File: config.mk
export PLATFORM = sky130hd
export DESIGN_NAME = cubemap_face_texel_select
export DESIGN_NICKNAME = d
export VERILOG_FILES = /design/src/sv/cfts_pkg.sv /design/src/sv/cubemap_face_texel_select.sv /design/src/sv/cfts_front.sv /design/src/sv/cfts_div.sv /design/src/sv/cfts_back.sv
export SDC_FILE = /design/constraint.sdc
export NUM_CORES = 2
export LEC_CHECK = 0
export ABC_AREA = 1
export BUFFER_PORTS_ARGS = -buffer_cell sky130_fd_sc_hd__buf_4
export CAP_MARGIN = 20
export CORE_MARGIN = 4
export CORE_UTILIZATION = 50
export DETAILED_ROUTE_END_ITERATION = 7
export GPL_TIMING_DRIVEN = 1
export PLACE_DENSITY_LB_ADDON = 0.12
export SYNTH_ARGS = -nofsm -noshare
export SYNTH_HDL_FRONTEND = slang
export SYNTH_SLANG_ARGS = --single-unit
File: constraint.sdc
create_clock -name clk -period 11.4 [get_ports clk]
set_clock_uncertainty 0.2 [all_clocks]
set_input_delay 0.57 -clock clk [delete_from_list [all_inputs] [get_ports clk]]
set_output_delay 0.57 -clock clk [all_outputs]
set_load 0.05 [all_outputs]
File: src/sv/cfts_pkg.sv
// Shared widths, codes and transaction types for the cube map texel select block.
`default_nettype none
package cfts_pkg;

    localparam int DIR_W          = 16;
    localparam int MAG_W          = DIR_W + 1;
    localparam int MIP_W          = 4;
    localparam int FW_W           = 13;
    localparam int MC_W           = 5;
    localparam int TEX_W          = 12;
    localparam int IDX_W          = 24;
    localparam int FACE_CODE_W    = 3;
    localparam int STAT_W         = 2;
    localparam int MAX_FACE_WIDTH = 4096;
    localparam int MAX_MIP_LEVELS = 16;
    localparam int FACE_WIDTH_RST = 256;
    localparam int MIP_COUNT_RST  = 1;

    // quotient bits, numerator and denominator widths of the coordinate divide
    localparam int Q_W     = FW_W;
    localparam int NUM_W   = 29;
    localparam int DEN_W   = MAG_W + 1;
    localparam int TRIAL_W = DEN_W + Q_W - 1;

    localparam int CFG_IDX_W  = 1;
    localparam int CFG_DATA_W = FW_W;

    localparam logic [CFG_IDX_W-1:0] REG_FACE_WIDTH = 1'b0;
    localparam logic [CFG_IDX_W-1:0] REG_MIP_COUNT  = 1'b1;

    localparam logic [FACE_CODE_W-1:0] FACE_PX = 3'd0;
    localparam logic [FACE_CODE_W-1:0] FACE_NX = 3'd1;
    localparam logic [FACE_CODE_W-1:0] FACE_PY = 3'd2;
    localparam logic [FACE_CODE_W-1:0] FACE_NY = 3'd3;
    localparam logic [FACE_CODE_W-1:0] FACE_PZ = 3'd4;
    localparam logic [FACE_CODE_W-1:0] FACE_NZ = 3'd5;

    localparam logic [STAT_W-1:0] STATUS_OK   = 2'd0;
    localparam logic [STAT_W-1:0] STATUS_ZERO = 2'd1;
    localparam logic [STAT_W-1:0] STATUS_MIP  = 2'd2;

    typedef struct packed {
        logic signed [DIR_W-1:0] dir_x;
        logic signed [DIR_W-1:0] dir_y;
        logic signed [DIR_W-1:0] dir_z;
        logic [MIP_W-1:0]        mip_level;
    } cfts_req_t;

    typedef struct packed {
        logic [FACE_CODE_W-1:0] face;
        logic [TEX_W-1:0]       tex_x;
        logic [TEX_W-1:0]       tex_y;
        logic [IDX_W-1:0]       texel_index;
        logic [STAT_W-1:0]      status;
    } cfts_rsp_t;

    typedef struct packed {
        logic [NUM_W-1:0]       num_u;
        logic [NUM_W-1:0]       num_v;
        logic [DEN_W-1:0]       den;
        logic [FACE_CODE_W-1:0] face;
        logic [STAT_W-1:0]      status;
    } cfts_num_t;

    typedef struct packed {
        logic [Q_W-1:0]         q_u;
        logic [Q_W-1:0]         q_v;
        logic [FACE_CODE_W-1:0] face;
        logic [STAT_W-1:0]      status;
    } cfts_quo_t;

endpackage
`default_nettype wire

File: src/sv/cubemap_face_texel_select.sv
// Pipeline: 18 register stages from request acceptance to rsp_valid (3 front,
// 13 divider, 2 back); the divider contributes one quotient bit per stage.
// Throughput: one transaction per cycle; each stage holds when the one after it is full.
// Reset: rst_n clears all stage valids; face_width returns to 256 and mip_count to 1.
// Config writes are taken every cycle and must only occur while the pipeline is empty.
`default_nettype none
module cubemap_face_texel_select (
    input  wire logic                              clk,
    input  wire logic                              rst_n,
    input  wire logic                              cfg_valid,
    output logic                                   cfg_ready,
    input  wire logic [cfts_pkg::CFG_IDX_W-1:0]    cfg_index,
    input  wire logic [cfts_pkg::CFG_DATA_W-1:0]   cfg_data,
    input  wire logic                              req_valid,
    output logic                                   req_ready,
    input  wire cfts_pkg::cfts_req_t               req,
    output logic                                   rsp_valid,
    input  wire logic                              rsp_ready,
    output cfts_pkg::cfts_rsp_t                    rsp
);
    import cfts_pkg::*;

    logic [FW_W-1:0] face_width_reg, face_width_next;
    logic [MC_W-1:0] mip_count_reg, mip_count_next;

    logic      num_valid, num_ready;
    cfts_num_t num;
    logic      quo_valid, quo_ready;
    cfts_quo_t quo;

    assign cfg_ready = 1'b1;

    // registers hold the clamped values actually used
    always_comb
    begin
        face_width_next = face_width_reg;
        mip_count_next  = mip_count_reg;
        if (cfg_valid)
        begin
            unique case (cfg_index)
                REG_FACE_WIDTH:
                begin
                    if (cfg_data == '0)
                        face_width_next = FW_W'(1);
                    else if (cfg_data > CFG_DATA_W'(MAX_FACE_WIDTH))
                        face_width_next = FW_W'(MAX_FACE_WIDTH);
                    else
                        face_width_next = cfg_data;
                end
                REG_MIP_COUNT:
                begin
                    if (cfg_data[MC_W-1:0] > MC_W'(MAX_MIP_LEVELS))
                        mip_count_next = MC_W'(MAX_MIP_LEVELS);
                    else
                        mip_count_next = cfg_data[MC_W-1:0];
                end
                default:
                begin
                    face_width_next = face_width_reg;
                end
            endcase
        end
    end

    always_ff @(posedge clk or negedge rst_n)
    begin
        if (!rst_n)
        begin
            face_width_reg <= FW_W'(FACE_WIDTH_RST);
            mip_count_reg  <= MC_W'(MIP_COUNT_RST);
        end
        else
        begin
            face_width_reg <= face_width_next;
            mip_count_reg  <= mip_count_next;
        end
    end

    cfts_front u_front (
        .clk       (clk),
        .rst_n     (rst_n),
        .face_w    (face_width_reg),
        .mip_cnt   (mip_count_reg),
        .req_valid (req_valid),
        .req_ready (req_ready),
        .req       (req),
        .num_valid (num_valid),
        .num_ready (num_ready),
        .num       (num)
    );

    cfts_div u_div (
        .clk       (clk),
        .rst_n     (rst_n),
        .num_valid (num_valid),
        .num_ready (num_ready),
        .num       (num),
        .quo_valid (quo_valid),
        .quo_ready (quo_ready),
        .quo       (quo)
    );

    cfts_back u_back (
        .clk       (clk),
        .rst_n     (rst_n),
        .face_w    (face_width_reg),
        .quo_valid (quo_valid),
        .quo_ready (quo_ready),
        .quo       (quo),
        .rsp_valid (rsp_valid),
        .rsp_ready (rsp_ready),
        .rsp       (rsp)
    );

endmodule
`default_nettype wire

File: src/sv/cfts_front.sv
// Front stages: magnitudes, major axis and face, face-plane offsets, numerator products.
`default_nettype none
module cfts_front (
    input  wire logic                        clk,
    input  wire logic                        rst_n,
    input  wire logic [cfts_pkg::FW_W-1:0]   face_w,
    input  wire logic [cfts_pkg::MC_W-1:0]   mip_cnt,
    input  wire logic                        req_valid,
    output logic                             req_ready,
    input  wire cfts_pkg::cfts_req_t         req,
    output logic                             num_valid,
    input  wire logic                        num_ready,
    output cfts_pkg::cfts_num_t              num
);
    import cfts_pkg::*;

    typedef struct packed {
        logic signed [DIR_W-1:0] dx;
        logic signed [DIR_W-1:0] dy;
        logic signed [DIR_W-1:0] dz;
        logic [MAG_W-1:0]        ax;
        logic [MAG_W-1:0]        ay;
        logic [MAG_W-1:0]        az;
        logic                    mip_bad;
    } sta_t;

    typedef struct packed {
        logic [MAG_W-1:0]       un;
        logic [MAG_W-1:0]       vn;
        logic [MAG_W-1:0]       m;
        logic [FACE_CODE_W-1:0] face;
        logic [STAT_W-1:0]      status;
    } stb_t;

    function automatic logic [MAG_W-1:0] abs_mag(input logic signed [DIR_W-1:0] d);
        logic signed [MAG_W-1:0] e;
        begin
            e = MAG_W'(d);
            return d[DIR_W-1] ? MAG_W'(-e) : MAG_W'(e);
        end
    endfunction

    sta_t      a_reg, a_next;
    stb_t      b_reg, b_next;
    cfts_num_t c_reg, c_next;
    logic      a_v_reg, b_v_reg, c_v_reg;
    logic      adv_a, adv_b, adv_c;

    assign adv_c     = !c_v_reg || num_ready;
    assign adv_b     = !b_v_reg || adv_c;
    assign adv_a     = !a_v_reg || adv_b;
    assign req_ready = adv_a;
    assign num_valid = c_v_reg;
    assign num       = c_reg;

    // stage A
    always_comb
    begin
        a_next.dx      = req.dir_x;
        a_next.dy      = req.dir_y;
        a_next.dz      = req.dir_z;
        a_next.ax      = abs_mag(req.dir_x);
        a_next.ay      = abs_mag(req.dir_y);
        a_next.az      = abs_mag(req.dir_z);
        a_next.mip_bad = {1'b0, req.mip_level} >= mip_cnt;
    end

    // stage B: major axis, face, offsets c + m
    logic [MAG_W-1:0]         m;
    logic signed [DIR_W-1:0]  sel_u, sel_v;
    logic                     neg_u, neg_v;
    logic signed [MAG_W:0]    m_s, un_s, vn_s;

    always_comb
    begin
        m = a_reg.ax;
        if (a_reg.ay > m)
            m = a_reg.ay;
        if (a_reg.az > m)
            m = a_reg.az;

        priority if (a_reg.ax == m)
            b_next.face = a_reg.dx[DIR_W-1] ? FACE_NX : FACE_PX;
        else if (a_reg.ay == m)
            b_next.face = a_reg.dy[DIR_W-1] ? FACE_NY : FACE_PY;
        else
            b_next.face = a_reg.dz[DIR_W-1] ? FACE_NZ : FACE_PZ;

        unique case (b_next.face)
            FACE_PX: begin sel_u = a_reg.dz; neg_u = 1'b1; sel_v = a_reg.dy; neg_v = 1'b1; end
            FACE_NX: begin sel_u = a_reg.dz; neg_u = 1'b0; sel_v = a_reg.dy; neg_v = 1'b1; end
            FACE_PY: begin sel_u = a_reg.dx; neg_u = 1'b0; sel_v = a_reg.dz; neg_v = 1'b0; end
            FACE_NY: begin sel_u = a_reg.dx; neg_u = 1'b0; sel_v = a_reg.dz; neg_v = 1'b1; end
            FACE_PZ: begin sel_u = a_reg.dx; neg_u = 1'b0; sel_v = a_reg.dy; neg_v = 1'b1; end
            FACE_NZ: begin sel_u = a_reg.dx; neg_u = 1'b1; sel_v = a_reg.dy; neg_v = 1'b1; end
            default: begin sel_u = a_reg.dx; neg_u = 1'b0; sel_v = a_reg.dy; neg_v = 1'b0; end
        endcase

        m_s  = {1'b0, m};
        un_s = neg_u ? m_s - (MAG_W+1)'(sel_u) : m_s + (MAG_W+1)'(sel_u);
        vn_s = neg_v ? m_s - (MAG_W+1)'(sel_v) : m_s + (MAG_W+1)'(sel_v);

        b_next.un = un_s[MAG_W-1:0];
        b_next.vn = vn_s[MAG_W-1:0];
        b_next.m  = m;

        priority if (a_reg.mip_bad)
            b_next.status = STATUS_MIP;
        else if (m == '0)
            b_next.status = STATUS_ZERO;
        else
            b_next.status = STATUS_OK;
    end

    // stage C: (c + m) * (W + 1), denominator 2m
    logic [NUM_W-1:0] wp1;

    always_comb
    begin
        wp1           = NUM_W'(face_w) + NUM_W'(1);
        c_next.num_u  = NUM_W'(b_reg.un) * wp1;
        c_next.num_v  = NUM_W'(b_reg.vn) * wp1;
        c_next.den    = {b_reg.m, 1'b0};
        c_next.face   = b_reg.face;
        c_next.status = b_reg.status;
    end

    always_ff @(posedge clk or negedge rst_n)
    begin
        if (!rst_n)
        begin
            a_v_reg <= 1'b0;
            b_v_reg <= 1'b0;
            c_v_reg <= 1'b0;
        end
        else
        begin
            if (adv_a)
                a_v_reg <= req_valid;
            if (adv_b)
                b_v_reg <= a_v_reg;
            if (adv_c)
                c_v_reg <= b_v_reg;
        end
    end

    always_ff @(posedge clk)
    begin
        if (adv_a && req_valid)
            a_reg <= a_next;
        if (adv_b && a_v_reg)
            b_reg <= b_next;
        if (adv_c && b_v_reg)
            c_reg <= c_next;
    end

endmodule
`default_nettype wire

File: src/sv/cfts_div.sv
// Pipelined restoring divider, one quotient bit per stage, two lanes sharing a divisor.
`default_nettype none
module cfts_div (
    input  wire logic                 clk,
    input  wire logic                 rst_n,
    input  wire logic                 num_valid,
    output logic                      num_ready,
    input  wire cfts_pkg::cfts_num_t  num,
    output logic                      quo_valid,
    input  wire logic                 quo_ready,
    output cfts_pkg::cfts_quo_t       quo
);
    import cfts_pkg::*;

    typedef struct packed {
        logic [NUM_W-1:0]       rem_u;
        logic [NUM_W-1:0]       rem_v;
        logic [Q_W-1:0]         q_u;
        logic [Q_W-1:0]         q_v;
        logic [DEN_W-1:0]       den;
        logic [FACE_CODE_W-1:0] face;
        logic [STAT_W-1:0]      status;
    } div_st_t;

    div_st_t st_reg  [Q_W];
    div_st_t st_next [Q_W];
    div_st_t src     [Q_W];
    logic    src_v   [Q_W];
    logic    v_reg   [Q_W];
    logic    adv     [Q_W+1];

    assign adv[Q_W]  = quo_ready;
    assign num_ready = adv[0];
    assign quo_valid = v_reg[Q_W-1];

    always_comb
    begin
        quo.q_u    = st_reg[Q_W-1].q_u;
        quo.q_v    = st_reg[Q_W-1].q_v;
        quo.face   = st_reg[Q_W-1].face;
        quo.status = st_reg[Q_W-1].status;
    end

    always_comb
    begin
        src[0].rem_u  = num.num_u;
        src[0].rem_v  = num.num_v;
        src[0].q_u    = '0;
        src[0].q_v    = '0;
        src[0].den    = num.den;
        src[0].face   = num.face;
        src[0].status = num.status;
        src_v[0]      = num_valid;
    end

    genvar k;
    generate
        for (k = 1; k < Q_W; k++)
        begin : g_link
            assign src[k]   = st_reg[k-1];
            assign src_v[k] = v_reg[k-1];
        end

        for (k = 0; k < Q_W; k++)
        begin : g_stage
            logic [TRIAL_W-1:0] trial;
            div_st_t            nxt;

            assign adv[k] = !v_reg[k] || adv[k+1];

            // quotient bit Q_W-1-k: subtract den shifted into that position
            always_comb
            begin
                trial = TRIAL_W'(src[k].den) << (Q_W - 1 - k);
                nxt   = src[k];
                if (TRIAL_W'(src[k].rem_u) >= trial)
                begin
                    nxt.rem_u            = NUM_W'(TRIAL_W'(src[k].rem_u) - trial);
                    nxt.q_u[Q_W - 1 - k] = 1'b1;
                end
                if (TRIAL_W'(src[k].rem_v) >= trial)
                begin
                    nxt.rem_v            = NUM_W'(TRIAL_W'(src[k].rem_v) - trial);
                    nxt.q_v[Q_W - 1 - k] = 1'b1;
                end
                st_next[k] = nxt;
            end

            always_ff @(posedge clk or negedge rst_n)
            begin
                if (!rst_n)
                    v_reg[k] <= 1'b0;
                else if (adv[k])
                    v_reg[k] <= src_v[k];
            end

            always_ff @(posedge clk)
            begin
                if (adv[k] && src_v[k])
                    st_reg[k] <= st_next[k];
            end
        end
    endgenerate

endmodule
`default_nettype wire

File: src/sv/cfts_back.sv
// Back stages: clamp to the face, row-major texel index, result register.
`default_nettype none
module cfts_back (
    input  wire logic                       clk,
    input  wire logic                       rst_n,
    input  wire logic [cfts_pkg::FW_W-1:0]  face_w,
    input  wire logic                       quo_valid,
    output logic                            quo_ready,
    input  wire cfts_pkg::cfts_quo_t        quo,
    output logic                            rsp_valid,
    input  wire logic                       rsp_ready,
    output cfts_pkg::cfts_rsp_t             rsp
);
    import cfts_pkg::*;

    typedef struct packed {
        logic [TEX_W-1:0]       tx;
        logic [TEX_W-1:0]       ty;
        logic [FACE_CODE_W-1:0] face;
        logic [STAT_W-1:0]      status;
    } tex_t;

    tex_t      d_reg, d_next;
    cfts_rsp_t rsp_reg, rsp_next;
    logic      d_v_reg, rsp_v_reg;
    logic      adv_d, adv_e;
    logic [FW_W-1:0]         w_m1;
    logic [TEX_W+FW_W-1:0]   idx_full;

    assign adv_e     = !rsp_v_reg || rsp_ready;
    assign adv_d     = !d_v_reg || adv_e;
    assign quo_ready = adv_d;
    assign rsp_valid = rsp_v_reg;
    assign rsp       = rsp_reg;

    always_comb
    begin
        w_m1          = face_w - FW_W'(1);
        d_next.tx     = (quo.q_u >= face_w) ? w_m1[TEX_W-1:0] : quo.q_u[TEX_W-1:0];
        d_next.ty     = (quo.q_v >= face_w) ? w_m1[TEX_W-1:0] : quo.q_v[TEX_W-1:0];
        d_next.face   = quo.face;
        d_next.status = quo.status;
    end

    always_comb
    begin
        idx_full = (TEX_W+FW_W)'(d_reg.ty) * (TEX_W+FW_W)'(face_w)
                 + (TEX_W+FW_W)'(d_reg.tx);
        rsp_next.status = d_reg.status;
        if (d_reg.status == STATUS_OK)
        begin
            rsp_next.face        = d_reg.face;
            rsp_next.tex_x       = d_reg.tx;
            rsp_next.tex_y       = d_reg.ty;
            rsp_next.texel_index = idx_full[IDX_W-1:0];
        end
        else
        begin
            rsp_next.face        = '0;
            rsp_next.tex_x       = '0;
            rsp_next.tex_y       = '0;
            rsp_next.texel_index = '0;
        end
    end

    always_ff @(posedge clk or negedge rst_n)
    begin
        if (!rst_n)
        begin
            d_v_reg   <= 1'b0;
            rsp_v_reg <= 1'b0;
        end
        else
        begin
            if (adv_d)
                d_v_reg <= quo_valid;
            if (adv_e)
                rsp_v_reg <= d_v_reg;
        end
    end

    always_ff @(posedge clk)
    begin
        if (adv_d && quo_valid)
            d_reg <= d_next;
        if (adv_e && d_v_reg)
            rsp_reg <= rsp_next;
    end

    a_err_fields_zero: assert property (@(posedge clk) disable iff (!rst_n)
        rsp_valid && rsp.status != STATUS_OK |->
            rsp.face == '0 && rsp.tex_x == '0 && rsp.tex_y == '0 && rsp.texel_index == '0)
        else $error("error transaction carries nonzero result fields");

    a_tex_in_face: assert property (@(posedge clk) disable iff (!rst_n)
        rsp_valid && rsp.status == STATUS_OK |->
            {1'b0, rsp.tex_x} < face_w && {1'b0, rsp.tex_y} < face_w)
        else $error("texel coordinate outside the face");

    a_face_code: assert property (@(posedge clk) disable iff (!rst_n)
        rsp_valid && rsp.status == STATUS_OK |-> rsp.face <= FACE_NZ)
        else $error("face code out of range on a good transaction");

endmodule
`default_nettype wire

* Word level (Yosys, flattened, before mapping)
Memory sizes are Yosys's and may differ from the RTL's.
Cells that the tools add are included.
** Storage, ports and cells
- Memories kept :: 1
- Memory bits (writable) :: 1391
- Output and inout port bits :: 56
- Bits in registers :: 354
- Input bits :: 71
** Cells by class
- Equality and inequality tests :: 7
- Reductions and logical operators :: 64
- Order comparisons :: 33
- Add/subtract/negate cells :: 36
- Muxes and demuxes :: 100
- Bitwise gates (word level) :: 1
- Multiply operators :: 3
** Memory list
- u_div.st_reg :: words 13, bits a word 107, read ports 13, clocked after memory_dff 0, wr ports 13, line cfts_div.sv:25 : div_st_t st_reg [Q_W];
** Operators with widths (number)
- 2-to-1 mux 29 bit :: 26
- subtractor 29 bit :: 4
- 2-to-1 mux 17 bit :: 4
- >= comparator 29 x 30 -> 1 bit :: 2
- >= comparator 29 x 18 -> 1 bit :: 2
- >= comparator 29 x 19 -> 1 bit :: 2
- >= comparator 29 x 20 -> 1 bit :: 2
- >= comparator 29 x 21 -> 1 bit :: 2
- >= comparator 29 x 22 -> 1 bit :: 2
- >= comparator 29 x 23 -> 1 bit :: 2
- >= comparator 29 x 24 -> 1 bit :: 2
- >= comparator 29 x 25 -> 1 bit :: 2
- >= comparator 29 x 26 -> 1 bit :: 2
- >= comparator 29 x 27 -> 1 bit :: 2
- >= comparator 29 x 28 -> 1 bit :: 2
- >= comparator 29 bit :: 2
- multiplier 17 x 29 -> 29 bit :: 2
- 2-to-1 mux 1 bit :: 58
- subtractor 29 x 18 -> 29 bit :: 2
- subtractor 29 x 19 -> 29 bit :: 2
- subtractor 29 x 20 -> 29 bit :: 2
- subtractor 29 x 21 -> 29 bit :: 2
- subtractor 29 x 22 -> 29 bit :: 2
- subtractor 29 x 23 -> 29 bit :: 2
- other kinds (38) :: 112

* Longest topological paths before layout
- Word-level depth :: 20
- Gate-level depth with buffers :: 61
- Mapped depth without buffers :: 59

* Modules after synthesis
A second synthesis with hierarchy kept.
** Unflattened totals
- Cells, all modules :: 13121
- Area total of the unflattened synthesis :: 111952.4 sq um
** Modules (own cells, without submodules)
- cfts_div :: sequential area each 35128.7 sq um, area each 73065.1 sq um, cells each 8547, instances 1
- cfts_front :: sequential area each 7071.8 sq um, area each 27945.6 sq um, cells each 3209, instances 1
- cfts_back :: sequential area each 2512.4 sq um, area each 10152.2 sq um, cells each 1277, instances 1
- cubemap_face_texel_select :: sequential area each 452.9 sq um, area each 789.5 sq um, cells each 88, instances 1

* Worst setup path after synthesis
OpenSTA, ideal clock, no wires.
- Kind :: register to register
- From :: register face_width_reg[0]
- To :: register u_front.c_reg (netlist bit u_front.num[50]) (data pin)
- Clock period less this slack :: 7479 ps
- Stages on the path, launching flop included :: 41
- Buffers on the path :: 3
- Required time :: 10931 ps
- Setup time :: 269 ps
- Path slack :: 3921 ps
- Arrival time :: 7011 ps
- Cells stage by stage :: dfrtp_1 > clkbuf_1 > inv_1 > nor3_1 > nand2_1 > nor2_1 > inv_1 > nor2_1 > inv_1 > nor2_1 > inv_1 > nor2_1 > inv_1 > nand2_1 > clkbuf_1 > buf_1 > nor2_1 > fa_1 > [... 5 more ...] > fa_1 > fa_1 > ha_1 > nand2_1 > o21ai_0 > a21oi_1 > o21ai_0 > nand3_1 > nand2_1 > nand2_1 > nand2_1 > nand2_1 > nand2_1 > nand2_1 > nand2_1 > inv_1 > o31ai_1 > xor2_1
** RTL lines
- start: declaration :: line cubemap_face_texel_select.sv:23 : logic [FW_W-1:0] face_width_reg, face_width_next;
- start signal: assignment :: line cubemap_face_texel_select.sv:69 : face_width_reg <= FW_W'(FACE_WIDTH_RST);
- start signal: assignment :: line cubemap_face_texel_select.sv:74 : face_width_reg <= face_width_next;
- end signal: assignment :: line cfts_front.sv:154 : c_reg <= c_next;
- end: declaration :: line cfts_front.sv:45 : cfts_num_t c_reg, c_next;

==> run_results.csv <==
group,metric,value,unit
drt,detail_route.iter0.violations,5718,
clock_tree,cts_setup_buffers,0,
worst_setup_path,startpoint_type,"flip-flop",
worst_setup_path,path_common_cell,"sky130_fd_sc_hd__nand2_1",
global_routing,grt_first_pass_wirelength,405800,um
worst_setup_path,criticalPathCategory,"reg2reg",
worst_setup_path,required,11.77,ns
die,die-width,449.5,um
worst_setup_path,r2r_path_end,"u_front.b_reg[37]",
clock_tree,cts_tree,"done",
die,core_region_area,0.1932,sq mm
drt,detail-route-antenna-nets,0,
die,height_of_the_chip,449.5,um
run_status,outcome,"completed",
flow_run,cap_viol_max_count,0,
sta,max_clock_freq,100.9,MHz
sta,fin_setup_tns,0,ns
die,starting_utilization_of_the_core_area,50.44,%
logic_synthesis,yosysWarnings,0,
logic_synthesis,synth_async_sr_flop_share,2.403,%
global_routing,first_global_vias,68330,
clock_tree,hold_buffers,71,
hold_path,min_delay_path_depth,3,
drt,dr_total_vias,68550,
sta,setup_viol,0,
cells_and_area,max_ffs_per_register,1147,
drt,detail_route.vias_per_cell,5.465,
drt,drcViolationCount,0,
sta,relSlewSlack,29.11,%
global_routing,grt_antenna_before_repair,5,
global_routing,busiest_layer,"met2",
clock_tree,htree_num_levels,4,
worst_setup_path,reg2reg_setup_slack,1.48,ns
logic_synthesis,instance_count_of_the_mapped_netlist,9661,
worst_setup_path,reg2regPathDepth,51,
global_routing,grt_start_max_net_pins,85,
clock_tree,cts_inserted_buffers,165,
die,boundaryPins,127,
clock_tree,cts.sinks,1498,
global_routing,global_route.usage.met2,42.91,%
logic_synthesis,post_synth_instance_area,0.09744,sq mm
logic_synthesis,netlist-cell-type-count,72,
sta,rsz0062_at_grt,"false",
clock_tree,clock_latency,0.83,ns
sta,finalHoldViolCount,0,
global_routing,use_met3,4.303,%
drt,drt_wl_total,264800,um
clock_tree,cts_buffer_depth,3,
drt,route.detailed.wl_per_inst,21.11,um
worst_setup_path,worstPathArrival,10.29,ns
sta,final-max-slew-violation-count,0,
sta,worst_slew_pin_slew,1.059,ns
sta,finalWorstPathRequiredPeriod,9.916,ns
cells_and_area,drive_above_1_share,5.710,%
worst_setup_path,cpPeakStageDelay,0.78,ns
worst_setup_path,critical_path.max_fanout,34,
place,place_hpwl,209500,um
sta,final_min_period_over_clock_period,86.98,%
cells_and_area,nFillCells,16730,
clock_tree,clockRootBuffer,"sky130_fd_sc_hd__clkbuf_16",
logic_synthesis,ys_seq_area_share,45.98,%
global_routing,track_usage,26.09,%
worst_setup_path,cpMaxStageDelayCell,"sky130_fd_sc_hd__nand2_2",
worst_setup_path,rr_startpoint,"u_front.a_reg[28]",
logic_synthesis,mean_instance_size_in_the_synthesized_netlist,10.09,sq um
hold_path,hold-path-endpoint,"face_width_reg[11]",
die,fp-row-count,161,
drt,drt-pass1-iter-count,6,
place,final_weighted_congestion_of_routability_driven_global_placement,0.9318,
cells_and_area,nNetsFinal,11230,
global_routing,total_gr_overflow,0,
hold_path,worstHoldPathType,"in2reg",
clock_tree,clk_pin_slew,0.06,ns
die,fp.dieArea,0.2020,sq mm
hold_path,hold_path_startpoint,"cfg_index",
place,io_buffer_count,125,
logic_synthesis,ys_seq_elements,1498,
worst_setup_path,timing.critical_path.to_type,"flip-flop",
clock_tree,cts.repair.resized,0,
global_routing,met1_usage,35.56,%
cells_and_area,syn_to_final_growth,10.42,%
logic_synthesis,dominantRegCellSynth,"sky130_fd_sc_hd__edfxtp_1",
logic_synthesis,synth_enable_flop_cells,1462,
[cells by family after synthesis]
family / Yosys count / synth area share, %
DFF: 1498 / 45.98
other: 2 / 0.007707
adders and majority gates: 1277 / 20.23
buffers and inverters: 1676 / 6.572
muxes: 20 / 0.2298
AOI/OAI and AO/OA: 1480 / 8.254
xor gates and xnor gates: 601 / 5.402
and+or+nand+nor: 3107 / 13.32
[placed cells by master, fill, tap and decap left out, types with 83 or more instances in the layout]
cell type | netlist | routed
sky130_fd_sc_hd__nand2_1 | 1644 | 1644
sky130_fd_sc_hd__edfxtp_1 | 1462 | 1462
sky130_fd_sc_hd__inv_1 | 1442 | 1435
sky130_fd_sc_hd__a21oi_1 | 826 | 824
sky130_fd_sc_hd__nor2_1 | 795 | 788
sky130_fd_sc_hd__ha_1 | 779 | 779
sky130_fd_sc_hd__fa_1 | 498 | 498
sky130_fd_sc_hd__o21ai_0 | 406 | 406
sky130_fd_sc_hd__xor2_1 | 318 | 318
sky130_fd_sc_hd__nand3_1 | 291 | 291
sky130_fd_sc_hd__xnor2_1 | 283 | 283
sky130_fd_sc_hd__buf_4 | 9 | 190
sky130_fd_sc_hd__clkbuf_16 | 0 | 166
sky130_fd_sc_hd__nand4_1 | 95 | 95
sky130_fd_sc_hd__nor3_1 | 84 | 84
sky130_fd_sc_hd__nor4_1 | 83 | 83
[per-layer routing]
| layer | up-vias | wire (um) | share of wire [%] |
|---|---|---|---|
| met1 | 33270 | 115600 | 44 |
| met2 | 1995 | 125100 | 47 |
| li1 | 32880 | - | - |
| met5 | - | 20 | 0.0076 |
| met3 | 407 | 15830 | 6.0 |
| met4 | 2 | 8324 | 3.1 |
[Yosys cell counts (all sizes together), types with 4 or more instances]
| cell | number | share of area (%) |
|---|---|---|
| a2111oi | 8 | 0.072 |
| a211oi | 19 | 0.15 |
| a21boi | 9 | 0.069 |
| a21o | 21 | 0.16 |
| a21oi | 827 | 4.3 |
| a221o | 7 | 0.072 |
| a221oi | 4 | 0.036 |
| a31oi | 30 | 0.19 |
| a41oi | 4 | 0.036 |
| and3 | 5 | 0.032 |
| buf | 39 | 0.26 |
| clkbuf | 179 | 0.69 |
| clkinv | 10 | 0.039 |
| dfrtp | 34 | 0.87 |
| edfxtp | 1462 | 45 |
| fa | 498 | 10 |
| ha | 779 | 10 |
| inv | 1448 | 5.6 |
| mux2 | 19 | 0.22 |
| nand2 | 1669 | 6.5 |
| nand3 | 297 | 1.6 |
| nand3b | 15 | 0.12 |
| nand4 | 95 | 0.61 |
| nor2 | 813 | 3.2 |
| nor3 | 85 | 0.44 |
| nor3b | 6 | 0.046 |
| nor4 | 83 | 0.53 |
| o2111ai | 10 | 0.090 |
| o211ai | 21 | 0.17 |
| o21a | 18 | 0.14 |
| o21ai | 434 | 2.3 |
| o21bai | 30 | 0.23 |
| o221ai | 12 | 0.11 |
| o22ai | 8 | 0.051 |
| o31ai | 9 | 0.069 |
| or2 | 27 | 0.17 |
| or4 | 6 | 0.046 |
| xnor2 | 283 | 2.5 |
| xor2 | 318 | 2.9 |
[worst max-delay path by stage]
| stage | from | endpoint | slack, ns | depth (start not counted) |
|---|---|---|---|---|
| final | u_front.a_reg[28] | u_front.b_reg[37] | 1.48 | 51 |
| after global routing | u_front.a_reg[28] | u_front.b_reg[37] | 0.63 | 52 |
| after CTS | u_front.a_reg[34] | u_front.b_reg[37] | 1.65 | 51 |
| after detailed placement | u_front.a_reg[28] | u_front.b_reg[37] | 1.66 | 51 |
| after global placement | u_front.a_reg[26] | u_front.b_reg[37] | 1.75 | 49 |
| after floorplan | face_width_reg[0] | u_front.num[50] | 3.92 | 40 |
[critical path, delay by kind of cell, from the launching register on]
| kind | cells | cell delay (ns) |
|---|---|---|
| AOI/OAI and AO/OA | 10 | 1.61 |
| buffers and inverters | 5 | 0.72 |
| xor gates and xnor gates | 2 | 0.23 |
| and+or+nand+nor | 31 | 5.50 |
| adders and majority gates | 3 | 0.86 |
| DFF | 1 | 0.47 |
[cell type report]
| class | instances | area [sq um] | area share, % |
|---|---|---|---|
| diodes | 2 | 5.005 | 0.004651 |
| multi-input cells | 6489 | 46350 | 43.08 |
| repair buffers | 267 | 2272 | 2.112 |
| flip-flops and latches | 1498 | 44810 | 41.64 |
| clock inverters | 102 | 1205 | 1.120 |
| clock buffers | 203 | 4313 | 4.008 |
| inverters | 1458 | 5488 | 5.100 |
| well taps | 2526 | 3161 | 2.937 |
[per-stage QoR]
step | cell area (sq um) | util [%] | setup WS, ns | hold WS (ns) | std cells
2_1_floorplan | 97450 | - | 3.921 | 0.07441 | 9663
3_3_place_gp | 101200 | 52.40 | 1.753 | 0.2007 | 12160
3_5_place_dp | 101300 | 52.41 | 1.660 | 0.2045 | 12160
4_1_cts | 107500 | 55.64 | 1.647 | 0.02670 | 12540
5_1_grt | 107600 | 55.70 | 0.6313 | 0.08343 | 12540
6_report | 107600 | 55.70 | 1.484 | 0.09935 | 12550
Power is left out: the tool's default activity adds up to more than one toggle a clock period on the data nets, which glitch-free logic cannot reach.
